==> src/rtl/core/bsfr_pkg.sv <==
`timescale 1ns / 1ps
`default_nettype none

package bsfr_pkg;

	localparam int unsigned BYTE_W  = 8;
	localparam int unsigned CNT_W   = 10;

	// longest raw frame, start byte included; must stay within 2 .. 2**CNT_W-1
	localparam int unsigned MAX_FRAME = 512;

	localparam logic [BYTE_W-1:0] START_MIN = 8'hF1;
	localparam logic [BYTE_W-1:0] END_BYTE  = 8'hFF;
	localparam logic [BYTE_W-1:0] ESC_BYTE  = 8'hF0;
	localparam logic [BYTE_W-1:0] ESC_LIMIT = 8'h10;

	// tuser bit positions on the master side
	localparam int unsigned TUSER_FIRST = 0;
	localparam int unsigned TUSER_ERROR = 1;
	localparam int unsigned TUSER_W     = 2;

	typedef struct packed {
		logic             in_frame;
		logic             escape_pending;
		logic             error_seen;
		logic [CNT_W-1:0] raw_count;
	} rx_state_t;

	typedef struct packed {
		logic              valid;
		logic [BYTE_W-1:0] frame_byte;
		logic              is_first;
		logic              is_last;
		logic              frame_error;
	} rx_result_t;

endpackage

`default_nettype wire

==> src/rtl/core/bsfr_decode.sv <==
`timescale 1ns / 1ps
`default_nettype none

// Next-state and result logic for one raw byte.
module bsfr_decode #(
	parameter int unsigned MAX_FRAME = bsfr_pkg::MAX_FRAME
) (
	input  wire bsfr_pkg::rx_state_t        cur,
	input  wire [bsfr_pkg::BYTE_W-1:0]      rx_byte,
	output bsfr_pkg::rx_state_t             nxt,
	output bsfr_pkg::rx_result_t            res
);

	localparam logic [bsfr_pkg::CNT_W-1:0] MAX_CNT = bsfr_pkg::CNT_W'(MAX_FRAME);
	localparam logic [bsfr_pkg::CNT_W-1:0] CNT_ONE = bsfr_pkg::CNT_W'(1);

	logic err_next;

	always_comb begin
		nxt                 = cur;
		res.valid           = 1'b0;
		res.frame_byte      = rx_byte;
		res.is_first        = 1'b0;
		res.is_last         = 1'b0;
		res.frame_error     = 1'b0;
		err_next            = cur.error_seen;

		if (!cur.in_frame) begin
			if (rx_byte == bsfr_pkg::END_BYTE) begin
				// one-byte frame: opens and closes at once
				res.valid    = 1'b1;
				res.is_first = 1'b1;
				res.is_last  = 1'b1;
			end else if (rx_byte >= bsfr_pkg::START_MIN) begin
				res.valid          = 1'b1;
				res.is_first       = 1'b1;
				nxt.in_frame       = 1'b1;
				nxt.escape_pending = 1'b0;
				nxt.error_seen     = 1'b0;
				nxt.raw_count      = CNT_ONE;
			end
		end else if (cur.raw_count >= MAX_CNT) begin
			// overlength: this byte closes the frame with an error
			res.valid       = 1'b1;
			res.is_last     = 1'b1;
			res.frame_error = 1'b1;
			nxt             = '0;
		end else begin
			nxt.raw_count = cur.raw_count + CNT_ONE;
			if (cur.escape_pending && rx_byte < bsfr_pkg::ESC_LIMIT) begin
				nxt.escape_pending = 1'b0;
				res.valid          = 1'b1;
				res.frame_byte     = bsfr_pkg::ESC_BYTE | rx_byte;
			end else if (!cur.escape_pending && rx_byte == bsfr_pkg::ESC_BYTE) begin
				nxt.escape_pending = 1'b1;
			end else begin
				// plain data, or a bad escape passed on as data
				if (cur.escape_pending) begin
					err_next = 1'b1;
				end
				nxt.escape_pending = 1'b0;
				nxt.error_seen     = err_next;
				res.valid          = 1'b1;
				if (rx_byte == bsfr_pkg::END_BYTE) begin
					res.is_last     = 1'b1;
					res.frame_error = err_next;
					nxt             = '0;
				end
			end
		end
	end

endmodule

`default_nettype wire

==> src/rtl/core/byte_stuffed_frame_receiver_unit.sv <==
`timescale 1ns / 1ps
`default_nettype none

// Byte-stuffed frame receiver.
// Slave stream: one raw byte per beat on s_axis_tdata. Master stream: one unstuffed
// frame byte per beat, m_axis_tlast on the closing byte, m_axis_tuser carries the
// start-of-frame flag and the discard flag (valid with tlast; drop the frame when set).
// Bytes outside a frame and escape bytes produce no master beat.
// An accepted byte passes through the input register and then the result register.
// Throughput: one byte per cycle; the input register advances whenever the
// result register is empty or being taken, so the only limit is master backpressure.
// When the master side stalls, the result register holds and one more byte waits
// in the input register; s_axis_tready drops until the result is taken.
// Reset (arst_n low, asynchronous) empties both registers and returns the
// deframer to hunting for a start byte. Frames longer than MAX_FRAME raw bytes are
// cut at the offending byte and flagged as errored.
module byte_stuffed_frame_receiver_unit #(
	parameter int unsigned MAX_FRAME = bsfr_pkg::MAX_FRAME
) (
	input  wire                               clk,
	input  wire                               arst_n,
	input  wire                               s_axis_tvalid,
	output logic                              s_axis_tready,
	input  wire [bsfr_pkg::BYTE_W-1:0]        s_axis_tdata,  // [7:0] rx_byte
	output logic                              m_axis_tvalid,
	input  wire                               m_axis_tready,
	output logic [bsfr_pkg::BYTE_W-1:0]       m_axis_tdata,  // [7:0] frame_byte
	output logic                              m_axis_tlast,
	output logic [bsfr_pkg::TUSER_W-1:0]      m_axis_tuser   // [0] is_first, [1] frame_error
);

	logic                         valid_s1;
	logic [bsfr_pkg::BYTE_W-1:0]  byte_s1;
	bsfr_pkg::rx_state_t          state_q;
	bsfr_pkg::rx_state_t          state_nxt;
	bsfr_pkg::rx_result_t         res;
	logic                         out_free;
	logic                         advance;

	assign out_free      = !m_axis_tvalid || m_axis_tready;
	assign advance       = valid_s1 && out_free;
	assign s_axis_tready = !valid_s1 || out_free;

	always_ff @(posedge clk or negedge arst_n) begin
		if (!arst_n) begin
			valid_s1 <= 1'b0;
		end else if (s_axis_tready) begin
			valid_s1 <= s_axis_tvalid;
		end
	end

	always_ff @(posedge clk) begin
		if (s_axis_tready && s_axis_tvalid) begin
			byte_s1 <= s_axis_tdata;
		end
	end

	bsfr_decode #(
		.MAX_FRAME (MAX_FRAME)
	) u_decode (
		.cur     (state_q),
		.rx_byte (byte_s1),
		.nxt     (state_nxt),
		.res     (res)
	);

	always_ff @(posedge clk or negedge arst_n) begin
		if (!arst_n) begin
			state_q       <= '0;
			m_axis_tvalid <= 1'b0;
		end else begin
			if (advance) begin
				state_q <= state_nxt;
			end
			if (out_free) begin
				m_axis_tvalid <= advance && res.valid;
			end
		end
	end

	always_ff @(posedge clk) begin
		if (advance && res.valid) begin
			m_axis_tdata                          <= res.frame_byte;
			m_axis_tlast                          <= res.is_last;
			m_axis_tuser[bsfr_pkg::TUSER_FIRST]   <= res.is_first;
			m_axis_tuser[bsfr_pkg::TUSER_ERROR]   <= res.frame_error;
		end
	end

	// discard flag only ever rides on a closing beat
	assert property (@(posedge clk) disable iff (!arst_n)
		m_axis_tvalid && m_axis_tuser[bsfr_pkg::TUSER_ERROR] |-> m_axis_tlast)
		else $error("frame_error set on a beat that is not last");

	// while hunting, the frame state is fully cleared
	assert property (@(posedge clk) disable iff (!arst_n)
		!state_q.in_frame |-> (!state_q.escape_pending && !state_q.error_seen &&
			state_q.raw_count == '0))
		else $error("stale frame state while hunting");

	// raw length never runs past the limit
	assert property (@(posedge clk) disable iff (!arst_n)
		state_q.raw_count <= bsfr_pkg::CNT_W'(MAX_FRAME))
		else $error("raw_count beyond MAX_FRAME");

	// an opening byte that does not close the frame leaves the deframer inside it
	assert property (@(posedge clk) disable iff (!arst_n)
		advance && res.valid && res.is_first && !res.is_last |=> state_q.in_frame)
		else $error("start byte did not open a frame");

endmodule

`default_nettype wire

==> config.mk <==
export PLATFORM = sky130hd
export DESIGN_NAME = byte_stuffed_frame_receiver_unit
export DESIGN_NICKNAME = d
export VERILOG_FILES = /design/src/rtl/core/bsfr_pkg.sv /design/src/rtl/core/bsfr_decode.sv /design/src/rtl/core/byte_stuffed_frame_receiver_unit.sv
export SDC_FILE = /design/constraint.sdc
export NUM_CORES = 1
export LEC_CHECK = 0
export ABC_AREA = 1
export BUFFER_PORTS_ARGS = -buffer_cell sky130_fd_sc_hd__clkbuf_2
export CORE_MARGIN = 4
export CORE_UTILIZATION = 31
export DETAILED_ROUTE_END_ITERATION = 10
export HOLD_SLACK_MARGIN = 0.02
export SLEW_MARGIN = 20
export SYNTH_ARGS = -nofsm -noshare
export SYNTH_HDL_FRONTEND = slang
export SYNTH_HIERARCHICAL = 1
export SYNTH_SLANG_ARGS = --single-unit
export TNS_END_PERCENT = 5
==> constraint.sdc <==
create_clock -name clk -period 1.7 [get_ports clk]
set_input_delay 0.34 -clock clk [delete_from_list [all_inputs] [get_ports clk]]
set_output_delay 0.34 -clock clk [all_outputs]
set_load 0.02 [all_outputs]
==> results.md <==
Run status:
- The run finished with clean final reports.

Floorplan:
- From bottom edge to top edge, the die measures between 80 and 90 um.
- Once the floorplan was initialized, standard cells occupied roughly a third of the core.
- The chip width is 85.7 um.
- 25 I/O pins were placed.
- The number of rows in the core area is 28.
- The total core area is 5890 um^2.
- The die covers 7340 um^2.

Yosys:
- Sorting the synthesized cells by how often they occur yields nand2_1 (74), nand3_1 (33), inv_1 (23).
- The count of flip-flops with a built-in enable after synthesis is 19.
- The number of storage elements in the synthesis netlist is 34.
- Summed over its instances, the top area cell type makes up between 30 and 40% of the synthesized netlist area.
- The share of flip-flops with an asynchronous set or reset after synthesis is between 40% and 50%.
- The most used flip-flop cell after synthesis is edfxtp_1.
- Ranked by total cell area, the synthesized netlist is headed by edfxtp_1 (31%), dfrtp_1 (20%), nand2_1 (15%).
- The synthesized instance count is between 200 and 250.
- The cell with the most instances after synthesis is nand2_1.
- The average instance area after synthesis is approximately 8.6 um^2.
- Sequential cells were found to cover 50.6% of the synthesized design area.
- The net count after synthesis is about 230.
- The post-synthesis cell type count is 22.
- The combined area of all synthesized cells is between 1500 and 2000 um^2.
- The largest total area in the synthesized netlist belongs to edfxtp_1.
- The number of warnings printed during yosys synthesis is 6.

STA:
- Setup repair after global routing left no endpoint under its margin.
- The final-report max-slew violation count is 0.
- The tightest slew margin relative to the limit is between 70% and 80%.
- The slew of the pin with the lowest slew margin is 0.394 ns.
- The worst clock skew is about 0.0075 ns.
- Hold timing on the final database bottoms out at a slack of roughly 0.23 ns.
- The post-layout minimum cycle time is around 1.6 ns.
- The number of failing setup endpoints in the final timing report is 0.
- The peak clock frequency supported by timing is 0.635 GHz.
- The final count of hold timing violations is 0.
- The final clock period utilization by the worst path is just over 90%.

CTS:
- The cell sitting at the root of the clock tree is a clkbuf_8.
- Clock tree synthesis found a total of 34 sinks.
- The TritonCTS clock tree is done.
- Counting along the longest clock path gives a buffer depth of 2.
- The clock-pin slew of the registers on the worst-case setup and hold paths is 0.07 ns.
- The number of clock buffers added by TritonCTS is 5.
- The maximum level of the CTS H-tree is 2.
- The later pin in the worst-skew pair is clocked with a latency of 0.29 ns.

Pwr:
- The maximum resistive drop on vdd is 0.529 mV.
- The leakage dissipation is between 1 and 1.5 nW.
- For this design the ratio of total power to cell area is between 1000 and 1500 nW/um^2.
- The total power after layout is between 0.002 and 0.0025 W.

Routing:
- The first routing iteration left 74 violations.
- The number of vias after detailed routing is between 1000 and 1500.
- In the routed design, unresolved DRC markers number 0.
- Summed over all layers, the routed wires come to approximately 3.7 mm.
- The via density per instance is 4.42.
- Before antenna repair, the detailed router went through 4 iterations.
- Dividing the detail-routed wire length by the instance count gives between 10 and 15 um.
- The count of antenna-violating nets left after detailed routing is 0.

Worst setup path:
- The endpoint of the worst-slack reg-to-reg timing path is state_q[4]$_DFFE_PN0P_.
- In this run the worst path has a maximum fanout of 15.
- At the worst endpoint, the required time is 1.36 ns.
- The critical path is of the reg2out type.
- For the worst setup path, the data arrival time is about 1.2 ns.
- The worst setup path is launched from a register.
- STA classifies the critical path endpoint as a primary output.
- Measured in cells, the most critical reg-to-reg path has a length of 8.
- In this run the critical register-to-register path is launched from state_q[0]$_DFFE_PN0P_.
- Across all register-to-register paths, the minimum setup slack is between 0.2 and 0.25 ns.

Hold path:
- The sink of the worst hold path is byte_s1[2]$_DFFE_PP_.
- The origin of the worst min-delay path is s_axis_tdata[2].
- The worst hold-check path type is in2reg.
- The cell count of the worst hold path is 1.

Placed design:
- Port buffering added 24 buffers.
- The placer congestion estimate is a little over 0.8.
- The wire-length estimate of the detail-placed layout is ~2.6 mm.

Layout:
- The layout overhead on the synthesized area is 18.3%.
- The diode insertion count for antenna repair is 0.
- In the final layout, the share of cells above drive strength 1 is approximately 26%.
- The layout has 625 filler cells.
- The number of nets in the final layout is 269.

Job:
- Max-cap violations in this run came to 0.

GRT:
- The first global-routing pass estimated around 6.4 mm of wire.
- The overall global routing resource usage is between 10% and 20%.
- The maximum number of pins on one net before global-route repair is 16.
- The number of antenna violations at the first check in global routing came to 0.
- The number of global-route vias before repair is approximately 1400.
- The global route total overflow is 0.
registers in the layout (all words and copies together), names as in the netlist:
| name | flops |
|---|---|
| state_q | 13 |
| byte_s1 | 8 |
| m_axis_tdata | 8 |
| m_axis_tuser | 2 |
| m_axis_tlast | 1 |
| m_axis_tvalid | 1 |
| valid_s1 | 1 |
metal layers:
metal | part of all wire [%] | track usage, % | vias to the layer above
met5 | 0 | 0 | -
met4 | 2.0 | 4.75 | 0
met3 | 4.7 | 2.79 | 6
met2 | 44 | 17.6 | 35
met1 | 49 | 14.6 | 659
li1 | - | - | 764
metrics by stage:
step	cells	cell area (um^2)	utilization (%)	setup slack, ns	TNS, ns
after floorplan	218	1870	-	0.0163	0
after global placement	322	2110	35.8	-0.0639	-0.701
after detailed placement	322	2110	35.8	-0.125	-1.38
after CTS	331	2210	37.5	0.0880	0
after global routing	331	2210	37.6	0.0523	0
final	331	2210	37.6	0.126	0
what timing repair did:
item,CTS,global route
hold buffers,1,0
buffers inserted,0,0
gates resized for setup,1,1
hold endpoints to repair,15,0
setup endpoints to repair,11,11
worst max-delay path by stage:
stage                               startpoint                   endpoint  slack [ns]  cells after the start
after floorplan           byte_s1[6]$_DFFE_PP_  m_axis_tdata[0]$_DFFE_PP_        0.02                      6
after global placement    byte_s1[6]$_DFFE_PP_  m_axis_tdata[3]$_DFFE_PP_       -0.06                      7
after detailed placement  byte_s1[6]$_DFFE_PP_  m_axis_tdata[2]$_DFFE_PP_       -0.13                      6
after CTS                 byte_s1[6]$_DFFE_PP_  m_axis_tdata[2]$_DFFE_PP_        0.09                      6
after global routing      valid_s1$_DFFE_PN0P_              s_axis_tready        0.05                      3
final                     valid_s1$_DFFE_PN0P_              s_axis_tready        0.13                      3
cell families (layout without fill, tap and decap cells):
group | after synthesis | count (layout) | synth area share, %
and+or+nand+nor | 140 | 140 | 35.9
buffers and inverters | 36 | 74 | 10.0
DFF | 34 | 34 | 50.6
AOI/OAI and AO/OA | 5 | 5 | 1.67
adders and majority gates | 2 | 2 | 1.34
xor gates and xnor gates | 1 | 1 | 0.469
cell usage in the layout (no fill, tap or decap), drive strengths merged:
| master | netlist | layout |
|---|---|---|
| buf | 11 | 16 |
| o21ai | 3 | 3 |
| nand3 | 39 | 39 |
| nor2 | 17 | 17 |
| edfxtp | 19 | 19 |
| xor2 | 1 | 1 |
| clkinv | 0 | 2 |
| clkinvlp | 0 | 1 |
| dlygate4sd3 | 0 | 1 |
| inv | 25 | 25 |
| ha | 2 | 2 |
| dfrtp | 15 | 15 |
| nand2 | 79 | 79 |
| o21a | 1 | 1 |
| a21oi | 1 | 1 |
| nand4 | 3 | 3 |
| or2 | 2 | 2 |
| clkbuf | 0 | 29 |
worst max-delay path: stages (launching register included):
cell and delay (ns):
dfrtp_1 0.39, buf_4 0.24, nand3_1 0.14, clkbuf_2 0.18
area by class of cell:
class	instances	area (um^2)	area share, %
Timing Repair Buffer	41	250	11.3
Tap cell	75	93.8	4.24
Multi-Input combinational cell	148	743	33.6
Inverter	25	93.8	4.24
Clock buffer	5	68.8	3.11
Sequential cell	34	946	42.8
Clock inverter	3	16.3	0.735
power breakdown:
| group | internal (W) | switching (W) | total (W) |
|---|---|---|---|
| Clock | 0.000280 | 0.000293 | 0.000573 |
| Combinational | 0.000269 | 0.000503 | 0.000773 |
| Sequential | 0.00101 | 0.0000986 | 0.00111 |
| Total | 0.00156 | 0.000895 | 0.00246 |
(Power assumes the default switching activity.)
